[src/rtl/core/smdu_pkg.sv]
// smdu_pkg: item types, action codes and register offsets of the serial
// multiply/divide unit. No dependencies.
package smdu_pkg;

    typedef enum logic [1:0] {
        ACT_WRITE = 2'd0,
        ACT_READ  = 2'd1,
        ACT_TICK  = 2'd2,
        ACT_NOP   = 2'd3
    } action_t;

    typedef struct packed {
        logic [1:0] action;
        logic [4:0] reg_addr;
        logic [7:0] write_data;
    } req_item_t;

    typedef struct packed {
        logic [7:0] read_data;
        logic       busy_res;
    } rsp_item_t;

    localparam logic [4:0] ADDR_MULT_A   = 5'd2;
    localparam logic [4:0] ADDR_MULT_B   = 5'd3;
    localparam logic [4:0] ADDR_DVND_LO  = 5'd4;
    localparam logic [4:0] ADDR_DVND_HI  = 5'd5;
    localparam logic [4:0] ADDR_DIVISOR  = 5'd6;
    localparam logic [4:0] ADDR_QUOT_LO  = 5'd20;
    localparam logic [4:0] ADDR_QUOT_HI  = 5'd21;
    localparam logic [4:0] ADDR_PROD_LO  = 5'd22;
    localparam logic [4:0] ADDR_PROD_HI  = 5'd23;

    localparam logic [3:0] MUL_STEPS = 4'd8;
    localparam logic [4:0] DIV_STEPS = 5'd16;

endpackage

[src/rtl/core/smdu_core.sv]
// smdu_core: operand/result registers and the one-step shift-add and
// compare-subtract datapath. Depends on smdu_pkg.
module smdu_core (
    input  logic                clk,
    input  logic                rst_n,
    input  logic                step,
    input  smdu_pkg::req_item_t req,
    output smdu_pkg::rsp_item_t rsp
);

    logic [7:0]  multiplicand_reg, multiplicand_next;
    logic [15:0] dividend_reg, dividend_next;
    logic [15:0] quotient_reg, quotient_next;
    logic [15:0] prodrem_reg, prodrem_next;
    logic [23:0] shift_op_reg, shift_op_next;
    logic [3:0]  mul_left_reg, mul_left_next;
    logic [4:0]  div_left_reg, div_left_next;

    always_comb
    begin
        logic        busy;
        logic [23:0] shifted;
        multiplicand_next = multiplicand_reg;
        dividend_next     = dividend_reg;
        quotient_next     = quotient_reg;
        prodrem_next      = prodrem_reg;
        shift_op_next     = shift_op_reg;
        mul_left_next     = mul_left_reg;
        div_left_next     = div_left_reg;
        busy              = (mul_left_reg != 4'd0) || (div_left_reg != 5'd0);
        shifted           = {1'b0, shift_op_reg[23:1]};
        rsp.read_data     = 8'd0;

        case (req.action)
            smdu_pkg::ACT_WRITE:
            begin
                case (req.reg_addr)
                    smdu_pkg::ADDR_MULT_A: multiplicand_next = req.write_data;
                    smdu_pkg::ADDR_MULT_B:
                    begin
                        if (!busy)
                        begin
                            quotient_next = {req.write_data, multiplicand_reg};
                            prodrem_next  = 16'd0;
                            shift_op_next = {16'd0, req.write_data};
                            mul_left_next = smdu_pkg::MUL_STEPS;
                        end
                    end
                    smdu_pkg::ADDR_DVND_LO: dividend_next[7:0]  = req.write_data;
                    smdu_pkg::ADDR_DVND_HI: dividend_next[15:8] = req.write_data;
                    smdu_pkg::ADDR_DIVISOR:
                    begin
                        prodrem_next = dividend_reg;
                        if (!busy)
                        begin
                            shift_op_next = {req.write_data, 16'd0};
                            div_left_next = smdu_pkg::DIV_STEPS;
                        end
                    end
                    default: ;
                endcase
            end
            smdu_pkg::ACT_READ:
            begin
                case (req.reg_addr)
                    smdu_pkg::ADDR_QUOT_LO: rsp.read_data = quotient_reg[7:0];
                    smdu_pkg::ADDR_QUOT_HI: rsp.read_data = quotient_reg[15:8];
                    smdu_pkg::ADDR_PROD_LO: rsp.read_data = prodrem_reg[7:0];
                    smdu_pkg::ADDR_PROD_HI: rsp.read_data = prodrem_reg[15:8];
                    default:                rsp.read_data = 8'd0;
                endcase
            end
            smdu_pkg::ACT_TICK:
            begin
                // multiply and divide never run at once: each start needs idle
                if (mul_left_reg != 4'd0)
                begin
                    mul_left_next = mul_left_reg - 4'd1;
                    if (quotient_reg[0])
                        prodrem_next = prodrem_reg + shift_op_reg[15:0];
                    quotient_next = {1'b0, quotient_reg[15:1]};
                    shift_op_next = {shift_op_reg[22:0], 1'b0};
                end
                else if (div_left_reg != 5'd0)
                begin
                    div_left_next = div_left_reg - 5'd1;
                    shift_op_next = shifted;
                    if ({8'd0, prodrem_reg} >= shifted)
                    begin
                        prodrem_next  = prodrem_reg - shifted[15:0];
                        quotient_next = {quotient_reg[14:0], 1'b1};
                    end
                    else
                    begin
                        quotient_next = {quotient_reg[14:0], 1'b0};
                    end
                end
            end
            default: ;
        endcase

        rsp.busy_res = (mul_left_next != 4'd0) || (div_left_next != 5'd0);
    end

    always_ff @(posedge clk or negedge rst_n)
    begin
        if (!rst_n)
        begin
            multiplicand_reg <= 8'hFF;
            dividend_reg     <= 16'hFFFF;
            quotient_reg     <= 16'd0;
            prodrem_reg      <= 16'd0;
            shift_op_reg     <= 24'd0;
            mul_left_reg     <= 4'd0;
            div_left_reg     <= 5'd0;
        end
        else if (step)
        begin
            multiplicand_reg <= multiplicand_next;
            dividend_reg     <= dividend_next;
            quotient_reg     <= quotient_next;
            prodrem_reg      <= prodrem_next;
            shift_op_reg     <= shift_op_next;
            mul_left_reg     <= mul_left_next;
            div_left_reg     <= div_left_next;
        end
    end

endmodule

[src/rtl/core/serial_multiply_divide_unit.sv]
// serial_multiply_divide_unit: top level, handshake and result buffering
// around smdu_core. Depends on smdu_pkg and smdu_core.
// result items are registered; one item per cycle while the skid entry is empty;
// each tick item runs one multiply or divide step
// a two-entry output buffer (result register plus skid) keeps requests flowing
// while one result waits
// reset: asynchronous, active low; operands go to all ones, results and step
// counters to zero, the output buffer empties
module serial_multiply_divide_unit (
    input  logic                clk,
    input  logic                rst_n,
    input  logic                req_valid,
    output logic                req_ready,
    input  smdu_pkg::req_item_t req,
    output logic                rsp_valid,
    input  logic                rsp_ready,
    output smdu_pkg::rsp_item_t rsp
);

    logic                accept;
    logic                pop;
    smdu_pkg::rsp_item_t core_rsp;

    logic                rsp_valid_reg;
    smdu_pkg::rsp_item_t rsp_reg;
    logic                skid_valid_reg;
    smdu_pkg::rsp_item_t skid_reg;

    // the skid entry is the only thing that can stop a request
    assign req_ready = !skid_valid_reg;
    assign accept    = req_valid && req_ready;
    assign pop       = rsp_valid_reg && rsp_ready;

    assign rsp_valid = rsp_valid_reg;
    assign rsp       = rsp_reg;

    // state advances on every taken item, the result is computed in the same pass
    smdu_core u_core (
        .clk   (clk),
        .rst_n (rst_n),
        .step  (accept),
        .req   (req),
        .rsp   (core_rsp)
    );

    // control of the two-entry output buffer
    always_ff @(posedge clk or negedge rst_n)
    begin
        if (!rst_n)
        begin
            rsp_valid_reg  <= 1'b0;
            skid_valid_reg <= 1'b0;
        end
        else if (skid_valid_reg)
        begin
            // no request taken here; drain skid into the result register
            if (pop)
                skid_valid_reg <= 1'b0;
        end
        else if (accept)
        begin
            if (!rsp_valid_reg || pop)
                rsp_valid_reg <= 1'b1;
            else
                skid_valid_reg <= 1'b1;
        end
        else if (pop)
        begin
            rsp_valid_reg <= 1'b0;
        end
    end

    // payload of the output buffer, no reset needed
    always_ff @(posedge clk)
    begin
        if (skid_valid_reg)
        begin
            if (pop)
                rsp_reg <= skid_reg;
        end
        else if (accept)
        begin
            if (!rsp_valid_reg || pop)
                rsp_reg <= core_rsp;
            else
                skid_reg <= core_rsp;
        end
    end

endmodule

[config.mk]
export PLATFORM = sky130hd
export DESIGN_NAME = serial_multiply_divide_unit
export DESIGN_NICKNAME = d
export VERILOG_FILES = /design/src/rtl/core/smdu_pkg.sv /design/src/rtl/core/smdu_core.sv /design/src/rtl/core/serial_multiply_divide_unit.sv
export SDC_FILE = /design/constraint.sdc
export NUM_CORES = 1
export LEC_CHECK = 0
export ABC_AREA = 1
export ABC_CLOCK_PERIOD_IN_PS = 4030
export BUFFER_PORTS_ARGS = -buffer_cell sky130_fd_sc_hd__buf_2
export CAP_MARGIN = 20
export CORE_ASPECT_RATIO = 2
export CORE_MARGIN = 4
export CORE_UTILIZATION = 42
export CTS_CLUSTER_DIAMETER = 100
export DETAILED_ROUTE_END_ITERATION = 7
export GPL_TIMING_DRIVEN = 0
export SYNTH_ARGS = -nofsm -noshare
export SYNTH_HDL_FRONTEND = slang
export SYNTH_SLANG_ARGS = --single-unit
[constraint.sdc]
create_clock -name clk -period 4.03 [get_ports clk]
set_input_delay 0 -clock clk [delete_from_list [all_inputs] [get_ports clk]]
set_output_delay 0 -clock clk [all_outputs]
set_load 0.02 [all_outputs]
==> impl_metrics.csv <==
group,metric,value,unit
yosys,yosysUniqueCellTypes,46,
critical_path,cp.required,4.33,ns
yosys,synth_nets,1076,
min_path,hold_start,"req[3]",
routing,vias,7065,
final_layout,n_antenna_cell,0,
critical_path,rrSetupSlack,0.28,ns
critical_path,cpMaxStageDelayCell,"a211oi_1",
sta,fmax,267,MHz
clock_tree,numCtsBuffers,9,
sta,min_period,3.75,ns
yosys,seq_area_frac_synth,38.8,%
final_layout,fin_util,47.1,%
floorplanning,std_cell_rows,68,
global_route,grt_pass1_wl,37800,µm
power,power_leakage,3.83,nW
sta,finalMaxSlewViolations,0,
min_path,hold_depth,3,
sta,maxSlewHeadroom,45.6,%
sta,finalHoldViolCount,3,
critical_path,start_kind,"flip-flop",
floorplanning,pin_count,30,
routing,post-route-drc-count,0,
routing,wl,24400,µm
clock_tree,root_buffer,"clkbuf_16",
yosys,synth_cells,1021,
final_layout,multi_input_area,3880,µm²
final_layout,seq_area,2850,µm²
critical_path,crit_type,"flip-flop to flip-flop",
final_layout,layout_commonest_cell,"nand2_1",
yosys,avgSynthCellArea,7.19,µm²
sta,holdWs,-0.00272,ns
final_layout,area_delta_synth_final,10.3,%
global_route,grt_pass1_vias,6983,
place,io_buffers,28,
routing,ant_nets,0,
sta,setup_tns,0,ns
sta,finClkSkew,0.00732,ns
flow_run,drv_cap,0,
routing,wl_per_cell,19.0,µm
outcome,status,"finished with violations",
floorplanning,start_util,42.7,%
clock_tree,path_clk_slew,0.08,ns
critical_path,path_cells,"inv_1 > ha_1 > nand3_2 > buf_2 > buf_1 > nor2_1 > a211oi_1 > ha_1 > a21o_1 > a21oi_1 > nand3_1 > nand2_1 > nand3_1 > nand2_1 > nand3_1 > nand2_1",
routing,dr.first_iter.drc_count,431,
final_layout,drive_above_1_share,10.0,%
place,gp_congestion,0.957,
clock_tree,clkLatencyLatePin,0.36,ns
floorplanning,die_h,195,µm
yosys,synth-seq-cells,109,
sta,worst_slew_pin_slew,0.812,ns
power,ir_worst_vdd,0.253,mV
yosys,async_flop_share,83.5,%
floorplanning,die_area,19800,µm²
final_layout,final_cell_mix,"301 x nand2_1, 105 x inv_1, 89 x nor2_1",
final_layout,finalNetCount,1119,
sta,setup-violations-final,0,
critical_path,crit_path_end_kind,"flip-flop",
power,cellPowerDensity,780,nW/µm²
critical_path,r2r_end,"u_core.prodrem_reg[12]$_DFFE_PN0P_",
final_layout,largest_register_ffs,24,
place,dpl.hpwl,19200,µm
clock_tree,cts_tree,"done",
outcome,violations,"negative hold slack",
global_route,grt_max_degree,49,
yosys,yosys_warnings,0,
yosys,synth-edff-count,18,
floorplanning,die_x,102,µm
global_route,grt_use_total,25.3,%
routing,vias_per_cell,5.52,
critical_path,cp_data_arrival_time,4.05,ns
clock_tree,cts_max_level,3,
sta,rsz0062_at_grt,"no",
yosys,syn_area,7350,µm²
clock_tree,cts_setup_buffers,0,
routing,drtPass1Iterations,5,
clock_tree,clockBufferDepth,2,
min_path,hold_path_end,"u_core.dividend_reg[11]$_DFFE_PN1P_",
clock_tree,clock-sinks,109,
global_route,gr-total-overflow,0,
yosys,dominantRegCellSynth,"dfrtp_1",
sta,fin_crit_sh,93.0,%
critical_path,crit_fanout,10,
clock_tree,cts_resized,0,
critical_path,r2r_start,"u_core.mul_left_reg[0]$_DFFE_PN0P_",
critical_path,r2r.worst_path.cells,16,
global_route,antenna_found_initial,0,
critical_path,slowest_delay,0.53,ns
final_layout,fill_cells,1828,
min_path,hold_path_class,"input pin to flip-flop",
floorplanning,core_area,17200,µm²
logic make-up (layout without fill, tap and decap cells):
| logic type | Yosys count | after routing | synth area share (%) |
|---|---|---|---|
| flip-flops | 109 | 109 | 38.8 |
| adder cells (fa/ha/maj) | 36 | 36 | 6.23 |
| buffers and inverters | 152 | 200 | 8.36 |
| AO/OA/AOI/OAI | 204 | 204 | 15.8 |
| AND/OR/NAND/NOR | 508 | 508 | 29.4 |
| XOR/XNOR | 12 | 12 | 1.43 |
Yosys cell counts (2+ instances only):
library cell    n  share of area [%]
nand2_1       301                 15
inv_1         105                5.4
nor2_1         89                4.5
o21ai_0        81                5.5
nand3_1        78                5.3
dfrtp_1        67                 23
a21oi_1        39                2.7
ha_1           35                6.0
dfstp_2        24                8.6
o21ai_1        23                1.6
edfxtp_1       18                7.4
a31oi_1        17                1.4
clkbuf_1       17               0.87
o221ai_1       15                1.8
nor3_1         11               0.75
o22ai_1        11               0.94
xor2_1         11                1.3
buf_2           8               0.55
nand4_1         8               0.68
a211oi_1        7               0.72
buf_1           7               0.36
inv_2           6               0.31
or2_2           6               0.51
a21o_1          3               0.31
buf_6           3               0.46
a221oi_1        2               0.24
buf_4           2               0.20
clkinv_1        2               0.10
nand3_2         2               0.27
nor2_2          2               0.17
nor2_8          2               0.55
nor3b_1         2               0.20
nor4_1          2               0.17
o211ai_1        2               0.20
o21ai_2         2               0.24
worst max path at each step:
stage                     slack [ns]                               start                                 end
after floorplan                 1.15  u_core.mul_left_reg[0]$_DFFE_PN0P_  u_core.prodrem_reg[10]$_DFFE_PN0P_
after global placement          0.34  u_core.mul_left_reg[0]$_DFFE_PN0P_  u_core.prodrem_reg[11]$_DFFE_PN0P_
after detailed placement        0.33  u_core.mul_left_reg[0]$_DFFE_PN0P_  u_core.prodrem_reg[11]$_DFFE_PN0P_
after CTS                       0.31  u_core.mul_left_reg[0]$_DFFE_PN0P_  u_core.prodrem_reg[11]$_DFFE_PN0P_
after global routing            0.05  u_core.mul_left_reg[0]$_DFFE_PN0P_  u_core.prodrem_reg[11]$_DFFE_PN0P_
final                           0.28  u_core.mul_left_reg[0]$_DFFE_PN0P_  u_core.prodrem_reg[12]$_DFFE_PN0P_
through the flow:
stage	setup slack (ns)	power (mW)	instance area [µm²]	hold WS, ns	std cells
after global placement	0.338	5.37	7750	0.291	1259
final	0.282	6.32	8100	-0.00272	1279
after global routing	0.0510	6.85	8100	0.0217	1279
after detailed placement	0.335	5.39	7780	0.0436	1260
after floorplan	1.15	4.31	7350	-0.296	1021
after CTS	0.306	6.30	8110	0.00181	1280
layout make-up:
cell class / instances / share of cell area [%]
plain buffers: 37 / 2.22
clock buffers: 11 / 3.00
clock inverters: 5 / 0.541
inverters: 114 / 5.31
multi-input cells: 760 / 47.9
flip-flops and latches: 109 / 35.2
well taps: 210 / 3.24
repair buffers: 33 / 2.59
timing repair:
item	CTS	global route
hold endpoints to repair	33	0
setup endpoints to repair	0	2
hold buffers	4	0
metal layers:
layer	share of wire [%]	GRT usage (%)	up-vias	routed length [µm]
li1	-	-	3495	-
met1	36	26.5	3285	8730
met2	52	44.9	198	12700
met3	3.7	2.97	87	897
met4	8.2	18.5	0	2010
met5	0	0	-	0
power by group:
group	internal, mW	switching, mW	total, mW	leakage, nW
Clock	0.447	0.448	0.895	0.140
Sequential	1.48	0.380	1.86	1.30
Combinational	1.18	2.39	3.56	2.39
Total	3.11	3.21	6.32	3.83
worst max-delay path, delay by kind of cell (launching register included):
family | cells | cell delay [ns]
AOI/OAI and AO/OA | 3 | 0.91
adders and majority gates | 2 | 0.58
buffers and inverters | 3 | 0.88
DFF | 1 | 0.37
and+or+nand+nor | 8 | 0.94
No activity file was read; power rests on OpenSTA's default activity.
